## config.mk

```make
export PLATFORM = sky130hd
export DESIGN_NAME = debounced_light_switch_control_unit
export DESIGN_NICKNAME = d
export VERILOG_FILES = /design/src/design/dlsc_pkg.sv /design/src/design/debounced_light_switch_control_unit.sv /design/src/design/dlsc_core.sv
export VERILOG_INCLUDE_DIRS = /design/src /design/src/design
export SDC_FILE = /design/constraint.sdc
export NUM_CORES = 1
export LEC_CHECK = 0
export ABC_AREA = 0
export BUFFER_PORTS_ARGS = -buffer_cell sky130_fd_sc_hd__buf_2
export CORE_ASPECT_RATIO = 0.8
export CORE_MARGIN = 2
export CORE_UTILIZATION = 40
export CTS_CLUSTER_DIAMETER = 150
export DETAILED_ROUTE_END_ITERATION = 16
export GPL_ROUTABILITY_DRIVEN = 0
export PLACE_DENSITY_LB_ADDON = 0.3
export RECOVER_POWER = 100
export SYNTH_ARGS = -nofsm -noshare
export SYNTH_HDL_FRONTEND = slang
export SYNTH_HIERARCHICAL = 1
export SYNTH_SLANG_ARGS = --single-unit
```

## constraint.sdc

```tcl
create_clock -name clock -period 5.8 [get_ports clock]
set_clock_uncertainty 0.1 [all_clocks]
set_input_delay 0.58 -clock clock [delete_from_list [all_inputs] [get_ports clock]]
set_output_delay 0.58 -clock clock [all_outputs]
set_load 0.01 [all_outputs]
```

## src/design/assert_macros.svh

```systemverilog
// Assertion macros shared by the light switch control RTL.
// No dependencies; define NO_ASSERTIONS to compile the checks out.
`ifndef ASSERT_MACROS_SVH
`define ASSERT_MACROS_SVH
`ifndef NO_ASSERTIONS
// Clocked check, masked while reset is high.
`define DLSC_ASSERT(lbl, clk, rst, prop) \
   lbl: assert property (@(posedge clk) disable iff (rst) prop) \
      else $error("%m: assertion failed");
// Clocked check that also holds during reset.
`define DLSC_ASSERT_ALWAYS(lbl, clk, prop) \
   lbl: assert property (@(posedge clk) prop) \
      else $error("%m: assertion failed");
`else
`define DLSC_ASSERT(lbl, clk, rst, prop)
`define DLSC_ASSERT_ALWAYS(lbl, clk, prop)
`endif
`endif

```

## src/design/dlsc_pkg.sv

```systemverilog
// Shared types and constants for the debounced light switch control unit.
// No dependencies.
package dlsc_pkg;

   localparam int TIMER_WIDTH = 9;      // elapsed counter width, 9..32
   localparam int CSR_ADDR_W  = 1;
   localparam int CSR_DATA_W  = 8;

   localparam logic [7:0] DEBOUNCE_RESET = 8'd20;
   localparam logic [1:0] FLIP_LIMIT     = 2'd2;
   localparam logic [1:0] FLIP_MAX       = 2'd3;

   // event codes
   localparam logic [1:0] EV_TICK     = 2'd0;
   localparam logic [1:0] EV_SET_MODE = 2'd1;
   localparam logic [1:0] EV_ENABLE   = 2'd2;
   localparam logic [1:0] EV_DISABLE  = 2'd3;

   // light modes
   localparam logic [1:0] LM_AUTO    = 2'd0;
   localparam logic [1:0] LM_ON      = 2'd1;
   localparam logic [1:0] LM_OFF     = 2'd2;
   localparam logic [1:0] LM_INVALID = 2'd3;

   // register indexes
   localparam logic [CSR_ADDR_W-1:0] CSR_DEBOUNCE_TIME  = 1'b0;
   localparam logic [CSR_ADDR_W-1:0] CSR_RELAY_ON_LEVEL = 1'b1;

   typedef struct packed {
      logic [1:0] mode;
      logic       switch_level;
      logic [1:0] new_light_mode;
   } item_type;

   typedef struct packed {
      logic       relay_pin;
      logic       notify;
      logic       rejected;
      logic [1:0] light_mode_now;
      logic       module_enabled;
      logic       state_changed;
   } result_type;

   typedef struct packed {
      logic                  we;
      logic [CSR_ADDR_W-1:0] addr;
      logic [CSR_DATA_W-1:0] data;
   } csr_write_type;

endpackage

```

## src/design/debounced_light_switch_control_unit.sv

```systemverilog
// Top level of the debounced light switch control unit: input and result registers.
// Depends on dlsc_pkg, dlsc_core and assert_macros.svh.
//
//   channel | dir | ports                        | beat contents
//   --------+-----+------------------------------+---------------------------------
//   req     | in  | req_tvalid/tready/tdata[7:0] | one event (tick, mode, en/dis)
//   rsp     | out | rsp_tvalid/tready/tdata[7:0] | one status result per event
//   csr     | in  | csr_we/addr/wdata[7:0]       | 0 debounce_time, 1 relay_on_level
//
// One beat per cycle sustained while rsp_tready is high; each request yields one
// response, via the input register, then update logic into the result register.
// The whole pipe stalls together when the response is held by rsp_tready low;
// req_tready is high whenever the result register is empty or being drained.
// Synchronous active-high reset enables the module, clears other state, sets debounce_time
// to 20 and relay_on_level to 1. Config writes take effect the next cycle.
`include "assert_macros.svh"
module debounced_light_switch_control_unit (
   input  logic                            clock,
   input  logic                            reset,
   input  logic                            req_tvalid,
   output logic                            req_tready,
   // [1:0] mode, [2] switch_level, [4:3] new_light_mode, [7:5] zero
   input  logic [7:0]                      req_tdata,
   output logic                            rsp_tvalid,
   input  logic                            rsp_tready,
   // [0] relay_pin, [1] notify, [2] rejected, [4:3] light_mode_now,
   // [5] module_enabled, [6] state_changed, [7] zero
   output logic [7:0]                      rsp_tdata,
   input  logic                            csr_we,
   input  logic [dlsc_pkg::CSR_ADDR_W-1:0] csr_addr,
   input  logic [dlsc_pkg::CSR_DATA_W-1:0] csr_wdata
);
   import dlsc_pkg::*;

   logic          advance;       // pipe moves this cycle
   logic          in_valid_ff;
   item_type      item_ff;
   logic          rsp_valid_ff;
   result_type    rsp_ff;
   result_type    core_result;
   csr_write_type csr;

   assign advance    = !rsp_valid_ff || rsp_tready;
   assign req_tready = advance;

   assign csr.we   = csr_we;
   assign csr.addr = csr_addr;
   assign csr.data = csr_wdata;

   // input register
   always_ff @(posedge clock) begin
      if (reset)
         in_valid_ff <= 1'b0;
      else if (advance)
         in_valid_ff <= req_tvalid;
   end

   always_ff @(posedge clock) begin
      if (advance && req_tvalid) begin
         item_ff.mode           <= req_tdata[1:0];
         item_ff.switch_level   <= req_tdata[2];
         item_ff.new_light_mode <= req_tdata[4:3];
      end
   end

   dlsc_core u_core (
      .clock  (clock),
      .reset  (reset),
      .csr    (csr),
      .fire   (in_valid_ff && advance),
      .item   (item_ff),
      .result (core_result)
   );

   // result register
   always_ff @(posedge clock) begin
      if (reset)
         rsp_valid_ff <= 1'b0;
      else if (advance)
         rsp_valid_ff <= in_valid_ff;
   end

   always_ff @(posedge clock) begin
      if (advance && in_valid_ff)
         rsp_ff <= core_result;
   end

   assign rsp_tvalid = rsp_valid_ff;
   assign rsp_tdata  = {1'b0, rsp_ff.state_changed, rsp_ff.module_enabled,
                        rsp_ff.light_mode_now, rsp_ff.rejected, rsp_ff.notify,
                        rsp_ff.relay_pin};

   // a stalled result stays put until taken
   `DLSC_ASSERT(a_rsp_hold, clock, reset,
      (rsp_valid_ff && !rsp_tready) |=> (rsp_valid_ff && $stable(rsp_ff)))
   // no item is taken while the result register is full and stalled
   `DLSC_ASSERT_ALWAYS(a_no_take_stalled, clock,
      (rsp_valid_ff && !rsp_tready) |-> !req_tready)
   // an accepted beat shows up in the input register next cycle
   `DLSC_ASSERT(a_in_follow, clock, reset, (req_tvalid && req_tready) |=> in_valid_ff)

endmodule

```

## src/design/dlsc_core.sv

```systemverilog
// Control state, config registers and per-beat update logic.
// Depends on dlsc_pkg and assert_macros.svh.
`include "assert_macros.svh"
module dlsc_core (
   input  logic                   clock,
   input  logic                   reset,
   input  dlsc_pkg::csr_write_type csr,
   input  logic                   fire,      // execute item this cycle
   input  dlsc_pkg::item_type     item,
   output dlsc_pkg::result_type   result
);
   import dlsc_pkg::*;

   localparam logic [TIMER_WIDTH-1:0] ELAPSED_MAX = '1;

   logic [7:0]             debounce_time_ff;
   logic                   relay_on_level_ff;

   logic                   enabled_ff,  enabled_in;
   logic [1:0]             light_mode_ff, light_mode_in;
   logic                   relay_on_ff, relay_on_in;
   logic                   recorded_ff, recorded_in;
   logic                   last_switch_ff, last_switch_in;
   logic                   armed_ff, armed_in;
   logic [TIMER_WIDTH-1:0] elapsed_ff, elapsed_in;
   logic [1:0]             flip_ff, flip_in;
   logic                   notify, rejected, changed;

   always_comb begin
      enabled_in     = enabled_ff;
      light_mode_in  = light_mode_ff;
      relay_on_in    = relay_on_ff;
      recorded_in    = recorded_ff;
      last_switch_in = last_switch_ff;
      armed_in       = armed_ff;
      elapsed_in     = elapsed_ff;
      flip_in        = flip_ff;
      notify         = 1'b0;
      rejected       = 1'b0;
      changed        = 1'b0;
      case (item.mode)
         EV_TICK: begin
            if (armed_ff && elapsed_ff != ELAPSED_MAX)
               elapsed_in = elapsed_ff + 1'b1;
            if (enabled_ff) begin
               if (flip_ff >= FLIP_LIMIT) begin
                  // two flips in a forced mode: back to auto
                  light_mode_in = LM_AUTO;
                  recorded_in   = relay_on_ff;
                  if (item.switch_level != relay_on_ff)
                     last_switch_in = ~item.switch_level;
                  changed = 1'b1;
                  flip_in = 2'd0;
               end else if (light_mode_ff == LM_ON && !recorded_ff) begin
                  relay_on_in = 1'b1;
                  recorded_in = 1'b1;
               end else if (light_mode_ff == LM_OFF && recorded_ff) begin
                  relay_on_in = 1'b0;
                  recorded_in = 1'b0;
               end
               if (last_switch_in != item.switch_level) begin
                  armed_in       = 1'b1;
                  elapsed_in     = '0;
                  last_switch_in = item.switch_level;
               end
               if (armed_in &&
                   elapsed_in > {{(TIMER_WIDTH-8){1'b0}}, debounce_time_ff}) begin
                  armed_in = 1'b0;
                  if (item.switch_level != recorded_in) begin
                     if (light_mode_in != LM_AUTO) begin
                        if (flip_in != FLIP_MAX)
                           flip_in = flip_in + 2'd1;
                     end else begin
                        relay_on_in = item.switch_level;
                        recorded_in = item.switch_level;
                        notify      = 1'b1;
                        changed     = 1'b1;
                        flip_in     = 2'd0;
                     end
                  end
               end
            end
         end
         EV_SET_MODE: begin
            if (item.new_light_mode == LM_INVALID) begin
               rejected = 1'b1;
            end else if (item.new_light_mode != light_mode_ff) begin
               light_mode_in = item.new_light_mode;
               recorded_in   = relay_on_ff;
               if (item.new_light_mode == LM_AUTO &&
                   item.switch_level != relay_on_ff)
                  last_switch_in = ~item.switch_level;
               changed = 1'b1;
            end
         end
         EV_ENABLE: begin
            if (!enabled_ff) begin
               if (light_mode_ff == LM_AUTO)
                  relay_on_in = item.switch_level;
               else
                  relay_on_in = (light_mode_ff == LM_ON);
               enabled_in = 1'b1;
               changed    = 1'b1;
            end
         end
         default: begin
            if (enabled_ff) begin
               relay_on_in = 1'b0;
               enabled_in  = 1'b0;
               changed     = 1'b1;
            end
         end
      endcase
   end

   always_comb begin
      result.relay_pin      = ~(relay_on_in ^ relay_on_level_ff);
      result.notify         = notify;
      result.rejected       = rejected;
      result.light_mode_now = light_mode_in;
      result.module_enabled = enabled_in;
      result.state_changed  = changed;
   end

   always_ff @(posedge clock) begin
      if (reset) begin
         debounce_time_ff  <= DEBOUNCE_RESET;
         relay_on_level_ff <= 1'b1;
      end else if (csr.we) begin
         case (csr.addr)
            CSR_DEBOUNCE_TIME:  debounce_time_ff  <= csr.data;
            CSR_RELAY_ON_LEVEL: relay_on_level_ff <= csr.data[0];
            default: ;
         endcase
      end
   end

   always_ff @(posedge clock) begin
      if (reset) begin
         enabled_ff     <= 1'b1;
         light_mode_ff  <= LM_AUTO;
         relay_on_ff    <= 1'b0;
         recorded_ff    <= 1'b0;
         last_switch_ff <= 1'b0;
         armed_ff       <= 1'b0;
         elapsed_ff     <= '0;
         flip_ff        <= 2'd0;
      end else if (fire) begin
         enabled_ff     <= enabled_in;
         light_mode_ff  <= light_mode_in;
         relay_on_ff    <= relay_on_in;
         recorded_ff    <= recorded_in;
         last_switch_ff <= last_switch_in;
         armed_ff       <= armed_in;
         elapsed_ff     <= elapsed_in;
         flip_ff        <= flip_in;
      end
   end

   // relay is always off while the module is disabled
   `DLSC_ASSERT(a_off_when_disabled, clock, reset, !enabled_ff |-> !relay_on_ff)
   // invalid mode never reaches the mode register
   `DLSC_ASSERT(a_mode_valid, clock, reset, light_mode_ff != LM_INVALID)
   // notify only comes out of auto mode
   `DLSC_ASSERT(a_notify_auto, clock, reset,
      (fire && notify) |-> (light_mode_in == LM_AUTO && changed))
   // state holds when no item executes
   `DLSC_ASSERT(a_hold_idle, clock, reset,
      !fire |=> ($stable(light_mode_ff) && $stable(relay_on_ff) && $stable(flip_ff)))
   // a rejected command changes nothing
   `DLSC_ASSERT(a_reject_quiet, clock, reset, (fire && rejected) |-> !changed)

endmodule

```

==> out/results.tsv <==
stage	metric	value	unit
run_status	outcome	complete, no violations	
setup_path	crit_path_end_kind	register	
global_route	grt_use_total	15.5	%
global_route	grt_pass1_vias	1789	
worst_hold_path	min_path_type	in2reg	
worst_hold_path	min_to	item_ff[1]	
die	fp.dieH	74.8	µm
placed_design	place_area	2610	µm²
yosys	synth_seq_cells	41	
timing	fin_crit_sh	79.7	%
timing	hold_viol_final	0	
timing	rsz0062_at_grt	false	
routing	vias	2005	
die	core-area	5970	µm²
yosys	yosysTopAreaCell	dfxtp_1	
routing	viasPerCell	5.28	
cts	h-tree-depth	2	
timing	slew_headroom	3.08	%
routing	drc_errors	0	
yosys	ys_top_cells_by_count	nor2_1 (30), dfxtp_1 (29), a21oi_1 (23)	
cts	cts_root_buf	clkbuf_8	
cts	holdBufCountCts	0	
yosys	synth_ff_type	dfxtp_1	
placed_design	dp_hpwl	3530	µm
power_and_ir_drop	power.leakage	0.00102	µW
timing	setup_viol	0	
cells_and_area	area.growth.synth_to_final	6.48	%
routing	first_iter_violations	157	
cts	clk_latency	0.30	ns
setup_path	r2r-start	u_core/elapsed_ff[0]	
placed_design	dp_cells	372	
cells_and_area	fin_util	44.7	%
setup_path	cp-start-kind	register	
cells_and_area	antenna_cells	0	
yosys	ys_types	61	
cts	numCtsBuffers	5	
routing	ant_nets	0	
yosys	ys_top_cells_by_area	dfxtp_1 (23%), edfxtp_1 (14%), ha_1 (5.0%), a21oi_1 (4.6%), nor2_1 (4.5%)	
setup_path	r2r_end	u_core/flip_ff[1]	
die	start_util	42.0	%
global_route	grt_pass1_wl	8490	µm
cts	cts_sinks	41	
routing	dr.pass1.iters	4	
timing	fmax	216	MHz
yosys	synth_cells	284	
setup_path	reg2reg_slack	1.18	ns
setup_path	worstPathMaxFanout	12	
cts	path_clk_slew	0.08	ns
power_and_ir_drop	power_density	214	nW/µm²
cts	cts-resized-gates	0	
global_route	grt_overflow_total	0	
die	ios	32	
setup_path	arrival	4.73	ns
yosys	synth-edff-count	12	
yosys	avgSynthCellArea	8.83	µm²
worst_hold_path	hold_depth	1	
cells_and_area	drive_above_1_share	11.0	%
yosys	ys_seq_area_share	37.5	%
yosys	synthesis.nets	316	
global_route	grt_max_degree	33	
routing	avgRoutedWirePerCell	12.8	µm
yosys	synth_top_cell_area_share	23.1	%
routing	routed_wl	4860	µm
timing	worstMarginPinSlew	1.45	ns
die	fp.dieW	92.5	µm
setup_path	r2r_cells	17	
cells_and_area	finalNonFillerCells	380	
yosys	synthArstFlopShare	0	%
power_and_ir_drop	peakVddDrop	0.0000876	V
cts	postCtsSetupRepairBufs	0	
global_route	antenna_found_initial	0	
yosys	yosysWarningCount	6	
yosys	syn_area	2510	µm²
cts	cts_tree	built	
placed_design	io_buffers	27	
setup_path	critPathKind	reg2reg	
setup_path	cp.required	5.91	ns
worst_hold_path	hold_path.startpoint	req_tdata[4]	
cts	clockBufferDepth	2	
timing	fin_crit	4.62	ns
die	die-area	6930	µm²
timing	fin_setup_tns	0	ns
die	num_rows	25	
job	maxCapViolations	0	
cells_and_area	stdcell_area	2670	µm²
cells_and_area	nets	330	
timing	drv_slew	0	
yosys	synth_most_common_cell	nor2_1	
-- where the power goes --
part / switching [µW] / internal (µW)
clock: 101 / 84.8
sequential: 11.1 / 307
combinational: 38.3 / 28.3
-- worst max path at each step --
stage               slack, ns  depth (start not counted)                 to            startpoint
global route             0.74                         17  u_core/flip_ff[1]  u_core/elapsed_ff[0]
floorplan                1.86                         17       rsp_tdata[6]  u_core/elapsed_ff[0]
finish                   1.18                         17  u_core/flip_ff[1]  u_core/elapsed_ff[0]
global placement         1.73                         17       rsp_tdata[6]  u_core/elapsed_ff[0]
CTS                      1.70                         17       rsp_tdata[6]  u_core/elapsed_ff[0]
detailed placement       1.72                         17       rsp_tdata[6]  u_core/elapsed_ff[0]
-- worst max-delay path, cell delays in order (launching register included) --
cell and delay, ns:
dfxtp_1 0.36, ha_1 0.27, and3_1 0.19, and3_1 0.18
ha_1 0.17, nor2b_1 0.10, clkbuf_1 0.43, and4_1 0.39
nand3_1 0.12, xor2_1 0.20, nor2_1 0.08, ha_1 0.31
nand4_1 0.08, o21ai_0 0.09, a211oi_1 0.45, o2111ai_1 0.34
or4_1 0.53, a21oi_1 0.14
-- registers in the layout, summed over array words and instances (netlist names) --
register and cells:
u_core/recorded_ff 1, in_valid_ff 1, rsp_tvalid 1, u_core/debounce_time_ff 8, u_core/enabled_ff 1, u_core/relay_on_level_ff 1
rsp_tdata 7, u_core/last_switch_ff 1, item_ff 5, u_core/armed_ff 1, u_core/relay_on_ff 1, u_core/flip_ff 2
u_core/light_mode_ff 2, u_core/elapsed_ff 9
-- cells in the final DEF (no fill, tap or decap), drive strengths merged, types with 7 or more instances in the layout --
master and count:
nor2 31, dfxtp 29, a21oi 23, nand2 22, buf 17, inv 17, clkbuf 17, edfxtp 12
ha 10, o21ai 9, xnor2 8, nand2b 7
-- routing by layer --
| layer | GRT usage, % | wire length [µm] |
|---|---|---|
| met4 | 5.47 | 21 |
| met3 | 3.60 | 255 |
| met2 | 21.7 | 1900 |
| met5 | 0 | 0 |
| met1 | 23.3 | 2690 |
-- final cells by class --
class | instances | area, µm²
multi-input combinational | 205 | 1350
inverter | 17 | 63.8
tap | 81 | 101
sequential | 41 | 941
clock buffer | 6 | 72.6
timing repair buffer | 28 | 126
fill | 597 | 3300
clock inverter | 2 | 15.0
-- per-stage QoR --
stage / hold WS (ns) / setup slack, ns / total power, µW
2_1_floorplan: 0.323 / 1.86 / 378
3_3_place_gp: 0.342 / 1.73 / 391
3_5_place_dp: 0.349 / 1.72 / 393
4_1_cts: 0.343 / 1.70 / 581
5_1_grt: 0.339 / 0.737 / 604
6_report: 0.353 / 1.18 / 571
-- cells by family (layout without fill, tap and decap cells) --
kind of cell    count (synthesis)  after routing  synth area share, %
flops                          41             41                 37.5
compound gates                 75             75                 21.7
xor+xnor                       14             14                 4.89
mux                             6              6                 2.39
simple gates                   99             99                 20.2
buf+inv                        38             53                 8.18
fa+ha+maj                      10             10                 4.99
other cells                     1              1                0.149
Power figures use the tool's default switching activity.
